`config.mk`:
```
export PLATFORM = sky130hd
export DESIGN_NAME = sqv_fifo
export DESIGN_NICKNAME = d
export VERILOG_FILES = /design/src/hdl/sqv_pkg.sv /design/src/hdl/sqv_fifo.sv
export SDC_FILE = /design/constraint.sdc
export NUM_CORES = 1
export LEC_CHECK = 0
export BUFFER_PORTS_ARGS = -buffer_cell sky130_fd_sc_hd__buf_2
export CAP_MARGIN = 20
export CORE_UTILIZATION = 52
export CTS_CLUSTER_SIZE = 16
export DETAILED_ROUTE_END_ITERATION = 16
export PLACE_DENSITY = 0.79
export SLEW_MARGIN = 25
export SYNTH_ARGS = -nofsm -noshare
export SYNTH_HDL_FRONTEND = slang
export SYNTH_SLANG_ARGS = --single-unit
```
`constraint.sdc`:
```
create_clock -name i_clk -period 8.4 [get_ports i_clk]
set_input_delay 0.42 -clock i_clk [delete_from_list [all_inputs] [get_ports i_clk]]
set_output_delay 0.42 -clock i_clk [all_outputs]
set_load 0.02 [all_outputs]
```
`src/hdl/sqv_pkg.sv`:
```
// Package for the sprite quad vertex setup block: widths, payload structs and defaults.
// Used by the channel interfaces and by every module of the block.
`timescale 1ns / 1ps

package sqv_pkg;

    localparam int MAX_QUADS_DEF    = 16384;
    localparam int SINE_ENTRIES_DEF = 1024;
    localparam int QUEUE_DEPTH_DEF  = 2;

    localparam int COORD_IN_W  = 16;
    localparam int SIZE_W      = 12;
    localparam int ZOOM_W      = 16;
    localparam int ROT_W       = 12;
    localparam int COORD_OUT_W = 20;
    localparam int VTX_W       = 16;
    localparam int TOTAL_W     = 17;
    localparam int EXT_W       = SIZE_W + ZOOM_W;
    localparam int TRIG_W      = 16;

    typedef struct packed {
        logic signed [COORD_IN_W-1:0] centre_x;
        logic signed [COORD_IN_W-1:0] centre_y;
        logic [SIZE_W-1:0]            sprite_width;
        logic [SIZE_W-1:0]            sprite_height;
        logic [ZOOM_W-1:0]            zoom;
        logic [ROT_W-1:0]             rotation;
        logic                         restart;
    } t_sprite;

    typedef struct packed {
        logic signed [COORD_OUT_W-1:0] corner0_x;
        logic signed [COORD_OUT_W-1:0] corner0_y;
        logic signed [COORD_OUT_W-1:0] corner1_x;
        logic signed [COORD_OUT_W-1:0] corner1_y;
        logic signed [COORD_OUT_W-1:0] corner2_x;
        logic signed [COORD_OUT_W-1:0] corner2_y;
        logic signed [COORD_OUT_W-1:0] corner3_x;
        logic signed [COORD_OUT_W-1:0] corner3_y;
        logic [VTX_W-1:0]              first_vertex;
        logic [TOTAL_W-1:0]            first_index;
        logic                          batch_full;
    } t_quad;

    // One classified sprite waiting for the transform.
    typedef struct packed {
        logic signed [COORD_IN_W-1:0] centre_x;
        logic signed [COORD_IN_W-1:0] centre_y;
        logic [EXT_W-1:0]             ext_a;
        logic [EXT_W-1:0]             ext_b;
        logic signed [TRIG_W-1:0]     sin_val;
        logic signed [TRIG_W-1:0]     cos_val;
        logic [VTX_W-1:0]             first_vertex;
        logic [TOTAL_W-1:0]           first_index;
        logic                         batch_full;
    } t_item;

endpackage

```
`src/hdl/sqv_fifo.sv`:
```
// Short queue of classified sprites between the front end and the transform sequencer.
// Depends on sqv_pkg for the entry type.
`timescale 1ns / 1ps

module sqv_fifo import sqv_pkg::*; #(
    parameter int DEPTH = QUEUE_DEPTH_DEF
) (
    input  logic  i_clk,
    input  logic  i_rst_n,
    input  logic  i_push,
    input  t_item i_push_data,
    output logic  o_full,
    input  logic  i_pop,
    output t_item o_pop_data,
    output logic  o_empty
);

    localparam int PTR_W = $clog2(DEPTH);
    localparam int CNT_W = $clog2(DEPTH + 1);

    t_item             r_mem [DEPTH];
    logic [PTR_W-1:0]  r_wr_ptr;
    logic [PTR_W-1:0]  r_rd_ptr;
    logic [CNT_W-1:0]  r_count;

    assign o_full     = (r_count == CNT_W'(DEPTH));
    assign o_empty    = (r_count == '0);
    assign o_pop_data = r_mem[r_rd_ptr];

    always_ff @(posedge i_clk) begin
        if (!i_rst_n) begin
            r_wr_ptr <= '0;
            r_rd_ptr <= '0;
            r_count  <= '0;
        end else begin
            if (i_push) begin
                r_wr_ptr <= (r_wr_ptr == PTR_W'(DEPTH - 1)) ? '0 : r_wr_ptr + PTR_W'(1);
            end
            if (i_pop) begin
                r_rd_ptr <= (r_rd_ptr == PTR_W'(DEPTH - 1)) ? '0 : r_rd_ptr + PTR_W'(1);
            end
            case ({i_push, i_pop})
                2'b10:   r_count <= r_count + CNT_W'(1);
                2'b01:   r_count <= r_count - CNT_W'(1);
                default: r_count <= r_count;
            endcase
        end
    end

    always_ff @(posedge i_clk) begin
        if (i_push) begin
            r_mem[r_wr_ptr] <= i_push_data;
        end
    end

endmodule

```
==> impl_metrics.env <==
export IMPL_layout_worst_path_cycle_share=0.369
export IMPL_max_stage_delay_ps=800
export IMPL_run_status="completed"
export IMPL_total_leakage_power_nw=5.55
export IMPL_vias_per_cell=5.05
export IMPL_post_synth_inst_count=501
export IMPL_crit_slowest_cell="buf_4"
export IMPL_finalWeightedCongestion=0.733
export IMPL_max_vdd_ir_drop_v=0.000219
export IMPL_ratio_of_cells_with_drive_above_1_in_the_final_layout=0.611
export IMPL_totalNegativeSetupSlack_ps=0
export IMPL_total_non_filler_cell_area_in_the_finished_layout_um2=14400
export IMPL_global_route_wire_length_before_repair_um=32000
export IMPL_post_cts_setup_buffer_count=0
export IMPL_floorplan_rows=54
export IMPL_pin_count_of_the_biggest_net_entering_global_routing=75
export IMPL_cp_cell_sequence="buf_4, mux2_2, buf_2"
export IMPL_h_tree_depth=1
export IMPL_dpl_cell_area_um2=13400
export IMPL_cp_max_fo=61
export IMPL_dieHeight_um=151
export IMPL_ys_ff_latch=313
export IMPL_global_route_overflow_total=0
export IMPL_start_kind="flip-flop"
export IMPL_antenna_found_initial=6
export IMPL_clock_insertion_delay_worst_skew_ps=530
export IMPL_timing_fmax_ghz=0.323
export IMPL_cts_root_buf="clkbuf_16"
export IMPL_final_critical_period_ps=3100
export IMPL_path_clk_slew_ps=60
export IMPL_post_route_drc_count=0
export IMPL_synth_nets=660
export IMPL_placeable_core_area_um2=21800
export IMPL_die_span_in_x_um=151
export IMPL_route_antenna_remaining_nets=0
export IMPL_layout_nets=994
export IMPL_syn2layout_area_growth_pct=24.9
export IMPL_ys_warnings_count=0
export IMPL_globalRouteTotalUtil=0.188
export IMPL_yosysSeqAreaShare=0.809
export IMPL_hpwl_um=14800
export IMPL_clock_power_share=0.382
export IMPL_post_cts_resized=0
export IMPL_ys_types=18
export IMPL_finalHoldViolCount=0
export IMPL_yosys_top_cells_area="edfxtp_1 (80%), mux2_2 (9.2%), mux2_4 (7.8%)"
export IMPL_yosys_area_top_type="edfxtp_1"
export IMPL_layout_core_utilization=0.661
export IMPL_setup_viol_count_final=0
export IMPL_setup_repair_after_global_routing_missed_its_margin="false"
export IMPL_slew_violations=0
export IMPL_drt_wirelength_per_cell_um=19.6
export IMPL_first_drt_iteration_drcs=288
export IMPL_slew_headroom=0.317
export IMPL_slew_at_the_pin_closest_to_its_max_slew_limit_ps=1020
export IMPL_timing_critical_path_buf_inv=2
export IMPL_critPathArrivalTime_ps=2680
export IMPL_wirelength_um=22300
export IMPL_starting_utilization_of_the_core_area=0.529
export IMPL_power_internal_mw=2.84
export IMPL_crit_type="flip-flop to output pin"
export IMPL_tritoncts_num_sinks=313
export IMPL_clock_skew_final_ps=7.82
export IMPL_timing_critical_path_to_type="output pin"
export IMPL_post_synth_cell_area_avg_um2=23.1
export IMPL_switchingPower_mw=0.811
export IMPL_yosys_area_top_type_share=0.801
export IMPL_place_port_buffers=313
export IMPL_cts_buffers_inserted=30
export IMPL_power_share_combinational=0.115
export IMPL_p_sw_frac=0.222
export IMPL_cts_hold_buffers_added=0
export IMPL_tritoncts="yes"
export IMPL_io_pins=314
export IMPL_floorplan_die_area_um2=22800
export IMPL_finalPower_mw=3.65
export IMPL_mappedNetlistArea_um2=11600
export IMPL_crit_required_ps=7980
export IMPL_route_vias_total=5747
export IMPL_dr_pass1_iters=4
export IMPL_cts_root_to_sink_buffers=3
export IMPL_max_cap_viol_count=0
export IMPL_critPathTopFamily="buffers and inverters"
export IMPL_pwr_per_cell_area_nw_per_um2=253
export IMPL_sequentialPowerShare=0.503
export IMPL_timing_hold_worst_class="primary input to flip-flop"
export IMPL_grt_pass1_vias=5916
==> metal layers <==
layer	wire (um)	vias to the layer above	global-route usage
met3	2310	47	0.0729
met2	11100	263	0.323
met1	8220	2768	0.217
met5	31	-	0
li1	-	2665	-
met4	567	4	0.0600
==> kinds of logic after synthesis <==
| kind of cell | synth area share |
|---|---|
| multiplexers | 0.170 |
| AO/OA/AOI/OAI | 0.00173 |
| adder cells (fa/ha/maj) | 0.00108 |
| XOR/XNOR | 0.00227 |
| AND/OR/NAND/NOR | 0.00466 |
| flip-flops | 0.809 |
| buffers and inverters | 0.0115 |
==> power by group through the flow <==
stage | Sequential (mW) | Clock [mW] | Combinational (mW)
global route | 1.84 | 1.47 | 0.447
global placement | 1.86 | 0 | 0.415
detailed placement | 1.87 | 0 | 0.422
CTS | 1.84 | 1.41 | 0.424
floorplan | 1.87 | 0 | 0.284
finish | 1.83 | 1.39 | 0.419
==> cells in the mapped netlist <==
cell type  instances
and2b_2            1
inv_1              1
o21ai_0            1
buf_6              7
edfxtp_1         308
nor2b_1            1
buf_2             10
o21a_1             1
or3_1              1
dfxtp_1            5
mux2_2            94
mux2_4            60
and2_1             4
nor2_1             2
a21boi_1           1
xnor2_1            2
ha_1               1
xor2_1             1
==> state kept, by name, summed over array words and instances, names as in the netlist, named ones only <==
signal,cells
r_rd_ptr,1
r_count,2
r_wr_ptr,1
r_mem,308
==> through the flow <==
| stage | hold WS [ps] | cells | worst slack (ps) |
|---|---|---|---|
| 2_1_floorplan | 466 | 501 | 768 |
| 3_3_place_gp | 497 | 1083 | 5850 |
| 3_5_place_dp | 517 | 1083 | 5870 |
| 4_1_cts | 47.5 | 1135 | 5280 |
| 5_1_grt | 43.9 | 1137 | 5170 |
| 6_report | 65.3 | 1138 | 5300 |
==> placed cells by master, fill, tap and decap left out, drive strengths merged <==
master / n
buf: 319
edfxtp: 308
mux2: 154
clkbuf: 33
clkinv: 11
bufinv: 6
dfxtp: 5
and2: 4
diode: 3
xnor2: 2
clkinvlp: 2
nor2: 2
inv: 1
xor2: 1
and2b: 1
nor2b: 1
o21a: 1
o21ai: 1
or3: 1
a21boi: 1
ha: 1
==> path summary, 6_finish.rpt <==
check             cells after the start            start             end  slack (ps)
setup / recovery                      3        flip-flop  o_pop_data[12]        5300
hold / removal                        1  i_push_data[66]    r_mem[1][66]          70
setup reg to reg                      2         r_wr_ptr    r_mem[0][85]        6330
hold reg to reg                       2       r_count[1]      r_count[1]         540
==> layout make-up <==
cell class	count	area (um2)
tap	280	350
fill	1464	7390
antenna	3	7.51
inverter	1	3.75
clock inverter	19	244
timing repair buffer	319	1610
clock buffer	33	783
multi-input combinational	170	2080
sequential	313	9350
Note: power is estimated with default switching activity, not from simulation.
