File: src/hdl/sqv_pkg.sv
// Package for the sprite quad vertex setup block: widths, payload structs and defaults.
// Used by the channel interfaces and by every module of the block.
`timescale 1ns / 1ps

package sqv_pkg;

    localparam int MAX_QUADS_DEF    = 16384;
    localparam int SINE_ENTRIES_DEF = 1024;
    localparam int QUEUE_DEPTH_DEF  = 2;

    localparam int COORD_IN_W  = 16;
    localparam int SIZE_W      = 12;
    localparam int ZOOM_W      = 16;
    localparam int ROT_W       = 12;
    localparam int COORD_OUT_W = 20;
    localparam int VTX_W       = 16;
    localparam int TOTAL_W     = 17;
    localparam int EXT_W       = SIZE_W + ZOOM_W;
    localparam int TRIG_W      = 16;

    typedef struct packed {
        logic signed [COORD_IN_W-1:0] centre_x;
        logic signed [COORD_IN_W-1:0] centre_y;
        logic [SIZE_W-1:0]            sprite_width;
        logic [SIZE_W-1:0]            sprite_height;
        logic [ZOOM_W-1:0]            zoom;
        logic [ROT_W-1:0]             rotation;
        logic                         restart;
    } t_sprite;

    typedef struct packed {
        logic signed [COORD_OUT_W-1:0] corner0_x;
        logic signed [COORD_OUT_W-1:0] corner0_y;
        logic signed [COORD_OUT_W-1:0] corner1_x;
        logic signed [COORD_OUT_W-1:0] corner1_y;
        logic signed [COORD_OUT_W-1:0] corner2_x;
        logic signed [COORD_OUT_W-1:0] corner2_y;
        logic signed [COORD_OUT_W-1:0] corner3_x;
        logic signed [COORD_OUT_W-1:0] corner3_y;
        logic [VTX_W-1:0]              first_vertex;
        logic [TOTAL_W-1:0]            first_index;
        logic                          batch_full;
    } t_quad;

    // One classified sprite waiting for the transform.
    typedef struct packed {
        logic signed [COORD_IN_W-1:0] centre_x;
        logic signed [COORD_IN_W-1:0] centre_y;
        logic [EXT_W-1:0]             ext_a;
        logic [EXT_W-1:0]             ext_b;
        logic signed [TRIG_W-1:0]     sin_val;
        logic signed [TRIG_W-1:0]     cos_val;
        logic [VTX_W-1:0]             first_vertex;
        logic [TOTAL_W-1:0]           first_index;
        logic                         batch_full;
    } t_item;

endpackage

File: src/hdl/sqv_if.sv


interface sqv_quad_if import sqv_pkg::*; ();
    logic  valid;
    logic  ready;
    t_quad data;

    modport source (output valid, output data, input ready);
    modport sink (input valid, input data, output ready);
endinterface

File: src/hdl/sqv_back.sv
// Transform sequencer: rotates the scaled extents, forms the four corners one per cycle,
// rounds, translates and saturates them, then holds the quad word. Depends on sqv_pkg, sqv_if.
`timescale 1ns / 1ps

module sqv_back import sqv_pkg::*; (
    input  logic        i_clk,
    input  logic        i_rst_n,
    input  logic        i_q_empty,
    input  t_item       i_q_data,
    output logic        o_pop,
    sqv_quad_if.source  o_quad
);

    localparam int LEN_W = EXT_W + 1;
    localparam int P_W   = LEN_W + TRIG_W;
    localparam int D_W   = P_W + 1;
    localparam int SHIFT = 19;
    localparam int OFS_W = D_W - SHIFT;
    localparam int SUM_W = OFS_W + 1;
    localparam logic signed [D_W-1:0] ROUND_HALF = D_W'(1 << (SHIFT - 1));
    localparam logic signed [SUM_W-1:0] SAT_MAX = SUM_W'((1 << (COORD_OUT_W - 1)) - 1);
    localparam logic signed [SUM_W-1:0] SAT_MIN = -SUM_W'(1 << (COORD_OUT_W - 1));

    typedef enum logic [5:0] {
        ST_IDLE = 6'b000001,
        ST_MUL0 = 6'b000010,
        ST_MUL1 = 6'b000100,
        ST_SUM  = 6'b001000,
        ST_FIN  = 6'b010000,
        ST_DONE = 6'b100000
    } t_state;

    function automatic logic signed [COORD_OUT_W-1:0] sat_coord(input logic signed [SUM_W-1:0] v);
        if (v > SAT_MAX) begin
            return SAT_MAX[COORD_OUT_W-1:0];
        end else if (v < SAT_MIN) begin
            return SAT_MIN[COORD_OUT_W-1:0];
        end
        return v[COORD_OUT_W-1:0];
    endfunction

    t_state r_state;
    t_state n_state;
    logic [1:0]                    r_corner;
    logic                          r_dvalid;
    logic [1:0]                    r_dcorner;
    t_item                         r_item;
    logic signed [P_W-1:0]         r_p;
    logic signed [P_W-1:0]         r_q;
    logic signed [P_W-1:0]         r_r;
    logic signed [P_W-1:0]         r_t;
    logic signed [D_W-1:0]         r_dx;
    logic signed [D_W-1:0]         r_dy;
    logic signed [COORD_OUT_W-1:0] r_cx [4];
    logic signed [COORD_OUT_W-1:0] r_cy [4];

    logic signed [LEN_W-1:0] w_len;
    logic signed [P_W-1:0]   w_mc;
    logic signed [P_W-1:0]   w_ms;
    logic                    w_sx_pos;
    logic                    w_sy_pos;
    logic signed [D_W-1:0]   w_p;
    logic signed [D_W-1:0]   w_q;
    logic signed [D_W-1:0]   w_r;
    logic signed [D_W-1:0]   w_t;
    logic signed [D_W-1:0]   w_dx;
    logic signed [D_W-1:0]   w_dy;
    logic signed [OFS_W-1:0] w_ofs_x;
    logic signed [OFS_W-1:0] w_ofs_y;
    logic signed [SUM_W-1:0] w_sum_x;
    logic signed [SUM_W-1:0] w_sum_y;

    assign o_pop = (r_state == ST_IDLE) && !i_q_empty;

    // Two shared multipliers: extent A in the first step, extent B in the second.
    assign w_len = (r_state == ST_MUL0) ? $signed({1'b0, r_item.ext_a})
                                        : $signed({1'b0, r_item.ext_b});
    assign w_mc  = w_len * r_item.cos_val;
    assign w_ms  = w_len * r_item.sin_val;

    // Corners 1 and 2 take +x, corners 2 and 3 take +y.
    always_comb begin
        w_sx_pos = (r_corner == 2'd1) || (r_corner == 2'd2);
        w_sy_pos = r_corner[1];
        w_p  = D_W'(r_p);
        w_q  = D_W'(r_q);
        w_r  = D_W'(r_r);
        w_t  = D_W'(r_t);
        w_dx = (w_sx_pos ? w_p : -w_p) + (w_sy_pos ? -w_q : w_q) + ROUND_HALF;
        w_dy = (w_sx_pos ? w_r : -w_r) + (w_sy_pos ? w_t : -w_t) + ROUND_HALF;
    end

    // Arithmetic shift of the biased sum gives the half-up rounded offset.
    assign w_ofs_x = r_dx[D_W-1:SHIFT];
    assign w_ofs_y = r_dy[D_W-1:SHIFT];
    assign w_sum_x = SUM_W'(w_ofs_x) + SUM_W'(r_item.centre_x);
    assign w_sum_y = SUM_W'(w_ofs_y) + SUM_W'(r_item.centre_y);

    always_comb begin
        n_state = r_state;
        case (r_state)
            ST_IDLE: begin
                if (!i_q_empty) begin
                    n_state = i_q_data.batch_full ? ST_DONE : ST_MUL0;
                end
            end
            ST_MUL0: n_state = ST_MUL1;
            ST_MUL1: n_state = ST_SUM;
            ST_SUM: begin
                if (r_corner == 2'd3) begin
                    n_state = ST_FIN;
                end
            end
            ST_FIN: n_state = ST_DONE;
            ST_DONE: begin
                if (o_quad.ready) begin
                    n_state = ST_IDLE;
                end
            end
            default: n_state = ST_IDLE;
        endcase
    end

    always_ff @(posedge i_clk) begin
        if (!i_rst_n) begin
            r_state  <= ST_IDLE;
            r_corner <= '0;
            r_dvalid <= 1'b0;
        end else begin
            r_state  <= n_state;
            r_dvalid <= (r_state == ST_SUM);
            if (r_state == ST_SUM) begin
                r_corner <= r_corner + 2'd1;
            end else begin
                r_corner <= '0;
            end
        end
    end

    always_ff @(posedge i_clk) begin
        if (o_pop) begin
            r_item <= i_q_data;
            for (int j = 0; j < 4; j++) begin
                r_cx[j] <= '0;
                r_cy[j] <= '0;
            end
        end
        if (r_state == ST_MUL0) begin
            r_p <= w_mc;
            r_r <= w_ms;
        end
        if (r_state == ST_MUL1) begin
            r_t <= w_mc;
            r_q <= w_ms;
        end
        if (r_state == ST_SUM) begin
            r_dx      <= w_dx;
            r_dy      <= w_dy;
            r_dcorner <= r_corner;
        end
        if (r_dvalid) begin
            r_cx[r_dcorner] <= sat_coord(w_sum_x);
            r_cy[r_dcorner] <= sat_coord(w_sum_y);
        end
    end

    assign o_quad.valid = (r_state == ST_DONE);

    always_comb begin
        o_quad.data.corner0_x    = r_cx[0];
        o_quad.data.corner0_y    = r_cy[0];
        o_quad.data.corner1_x    = r_cx[1];
        o_quad.data.corner1_y    = r_cy[1];
        o_quad.data.corner2_x    = r_cx[2];
        o_quad.data.corner2_y    = r_cy[2];
        o_quad.data.corner3_x    = r_cx[3];
        o_quad.data.corner3_y    = r_cy[3];
        o_quad.data.first_vertex = r_item.first_vertex;
        o_quad.data.first_index  = r_item.first_index;
        o_quad.data.batch_full   = r_item.batch_full;
    end

endmodule

File: src/flat_wrapper.sv
// flat-port wrapper written by rule: the top's interface ports become plain ports
module sqv_back_flat import sqv_pkg::*;
  (i_clk, i_rst_n, i_q_empty, i_q_data, o_pop, o_quad_valid, o_quad_data, o_quad_ready);
  sqv_quad_if o_quad_i ();
  input  logic i_clk;
  input  logic i_rst_n;
  input  logic i_q_empty;
  input  t_item i_q_data;
  output logic o_pop;
  output wire logic [$bits(o_quad_i.valid)-1:0] o_quad_valid;
  output wire logic [$bits(o_quad_i.data)-1:0] o_quad_data;
  input wire logic [$bits(o_quad_i.ready)-1:0] o_quad_ready;
  assign o_quad_valid = o_quad_i.valid;
  assign o_quad_data = o_quad_i.data;
  assign o_quad_i.ready = o_quad_ready;
  sqv_back u_core (.i_clk(i_clk), .i_rst_n(i_rst_n), .i_q_empty(i_q_empty), .i_q_data(i_q_data), .o_pop(o_pop), .o_quad(o_quad_i));
endmodule
File: config.mk
export PLATFORM = sky130hd
export DESIGN_NAME = sqv_back_flat
export DESIGN_NICKNAME = d
export VERILOG_FILES = /design/src/hdl/sqv_pkg.sv /design/src/hdl/sqv_if.sv /design/src/hdl/sqv_back.sv /design/src/flat_wrapper.sv
export SDC_FILE = /design/constraint.sdc
export NUM_CORES = 2
export LEC_CHECK = 0
export BUFFER_PORTS_ARGS = -buffer_cell sky130_fd_sc_hd__buf_2
export CAP_MARGIN = 20
export CORE_AREA = 2 2 318 320
export CTS_BUF_LIST = sky130_fd_sc_hd__clkbuf_4 sky130_fd_sc_hd__clkbuf_8
export CTS_CLUSTER_SIZE = 28
export DETAILED_ROUTE_END_ITERATION = 12
export DIE_AREA = 0 0 320 322
export PLACE_DENSITY = 0.78
export SLEW_MARGIN = 40
export SYNTH_ARGS = -nofsm -noshare
export SYNTH_HDL_FRONTEND = slang
export SYNTH_SLANG_ARGS = --single-unit
File: constraint.sdc
create_clock -name i_clk -period 14.5 [get_ports i_clk]
set_input_delay 2.9 -clock i_clk [delete_from_list [all_inputs] [get_ports i_clk]]
set_output_delay 2.9 -clock i_clk [all_outputs]
set_load 0.005 [all_outputs]
==> reports/qor.yml <==
outcome:
  outcome: "finished clean"
die:
  die_h_microns: 322
  dieArea_sq_um: 103000
  io_pins: 354
  fp.coreArea_sq_um: 99600
  die_w_microns: 320
  start_util: 0.597
  rows: 116
timing:
  fin_crit_ps: 8810
  grt_setup_unrepaired: "no"
  report.final.setup_viol: 0
  tightest_slew_ps: 825
  period_share: 0.607
  fmax_mhz: 114
  relSlewSlack: 0.450
  clock_skew_ps: 93.8
  hold_viol_final: 0
  fin_tns_setup_ps: 0
  drv_slew: 0
  finalWorstSetupSlack_ps: 5690
job:
  drv_cap: 0
routing:
  drc: 0
  first_pass_iters: 6
  vias_per_cell: 5.73
  vias: 43498
  wl_per_cell_microns: 19.5
  drt_iter0_drc: 3278
  ant_nets: 0
  wirelength_mm: 148
synth:
  mappedNetlistArea_sq_um: 59500
  synth_area_leaders: "edfxtp_1 28%, fa_1 24%, ha_1 11%"
  ys_seq_area_frac: 0.281
  synth_area_per_cell_sq_um: 9.94
  synth_seq_cells: 559
  synthArstFlopShare: 0
  yosysWarnings: 0
  postSynthCellCount: 5984
  yosysTopAreaCellShare: 0.278
  synth-main-ff-cell: "edfxtp_1"
  synth_edf_count: 550
  yosys.area.top_type: "edfxtp_1"
  syn-num-nets: 7393
  synth_cell_types: 89
clocking:
  cts_tree: "yes"
  numCtsBuffers: 94
  cts.sinks: 559
  clk_path_buf_depth: 3
  postCtsResizedCells: 0
  worstSkewPairLatency_ps: 800
  post_cts_buffers: 0
  clkTransAtPathRegs_ps: 60
  htree_levels: 3
  ctsHoldBuffers: 0
  root_buffer: "clkbuf_8"
worst_setup_path:
  crit_path_end_kind: "flop"
  crit_path_top_delay_cell: "fa_1"
  crit_required_ps: 15020
  cp_data_arrival_time_ps: 9330
  start_kind: "flop"
  cpPeakStageDelay_ps: 550
  critPathMostFrequentCell: "fa_1"
  crit_fanout: 44
  criticalPathCategory: "flop to flop"
place:
  gp_congestion: 0.932
  dpl.hpwl_mm: 115
  pre_cts_slack_ps: 5850
  portBuffers: 353
  place_inst: 7417
global_route:
  gr-total-overflow: 0
  antenna_found_initial: 5
  grt_start_max_net_pins: 77
  grt_pass1_wl_mm: 234
  grt_use_total: 0.288
  grt_pass1_vias: 44808
final_layout:
  finalNonFillerCells: 7588
  layout.nets: 7625
  layout_commonest_cell: "inv_1"
  area_growth_pct: 8.23
  drive_gt1_frac: 0.103
  post-route-util: 0.646
  final_cell_mix: "959 x inv_1, 726 x fa_1, 692 x nand2_1"
  fill_cells: 7826
hold_path:
  min_path_type: "flop to flop"
routing by layer:
layer / global-route usage / part of all wire
met5: 0 / 0.00034
met3: 0.0540 / 0.084
met1: 0.366 / 0.40
met2: 0.499 / 0.49
met4: 0.0939 / 0.028
path summary, 6_finish.rpt:
kind	start	endpoint	slack, ps	depth (start not counted)
hold reg to reg	u_core.r_corner[0]	u_core.r_corner[0]	470	1
hold / removal	u_core.r_corner[0]	u_core.r_corner[0]	470	1
setup reg to reg	u_core.r_state[5]	u_core.r_q[42]	5690	28
setup / recovery	u_core.r_state[5]	u_core.r_q[42]	5690	28
kinds of logic after synthesis:
| group | after synthesis | share of synthesized area |
|---|---|---|
| AND/OR/NAND/NOR | 1707 | 0.139 |
| buffers and inverters | 1260 | 0.0821 |
| adder cells (fa/ha/maj) | 1251 | 0.355 |
| AO/OA/AOI/OAI | 851 | 0.0904 |
| flip-flops | 559 | 0.281 |
| XOR/XNOR | 343 | 0.0505 |
| multiplexers | 13 | 0.00225 |
area by class of cell:
cell class | instances | area (sq um) | area share
Timing Repair Buffer | 434 | 2460 | 0.0383
Sequential cell | 559 | 16700 | 0.259
Tap cell | 1298 | 1620 | 0.0252
Clock buffer | 119 | 1480 | 0.0230
Antenna cell | 3 | 7.51 | 0.000117
Clock inverter | 48 | 464 | 0.00721
Inverter | 962 | 3620 | 0.0562
Multi-Input combinational cell | 4165 | 38000 | 0.590
worst max-delay path, delay by kind of cell, from the launching register on:
| kind | cells | cell delay [ps] |
|---|---|---|
| xor+xnor | 1 | 180 |
| compound gates | 5 | 1780 |
| simple gates | 9 | 1480 |
| buf+inv | 6 | 1330 |
| flops | 1 | 330 |
| fa+ha+maj | 7 | 3350 |
synthesized netlist by cell type (15+ instances only):
library cell and number:
inv_1 962, fa_1 726, nand2_1 696, edfxtp_1 550, ha_1 525, and2_1 380, a21oi_1 318, nor2_1 270
clkbuf_1 217, xnor2_1 183, xor2_1 160, o21ai_0 127, a21o_1 115, nor3_1 82, a31oi_1 54, nand3_1 44
buf_4 38, nand4_1 38, buf_1 33, nor2b_1 32, nand2b_1 30, o21bai_1 28, o21a_1 27, nor4_1 22
a211oi_1 20, and3_1 19, o211ai_1 18, o31ai_1 18, or3_1 18, o311ai_0 15
flip-flops by register name, summed over array words and instances (netlist names), 34 cells and up:
name / flops
u_core.r_item: 120
u_core.r_cx: 80
u_core.r_cy: 80
u_core.r_p: 45
u_core.r_q: 45
u_core.r_r: 45
u_core.r_t: 45
u_core.o_quad.data: 34
stage by stage:
stage | cell area (sq um) | hold WS, ps
after floorplan | 59500 | 415
after global placement | 62100 | 451
after detailed placement | 62400 | 454
after CTS | 64300 | 468
after global routing | 64400 | 486
final | 64400 | 470
Power is left out: the tool's default activity adds up to more than one toggle a clock period on the data nets, which glitch-free logic cannot reach.
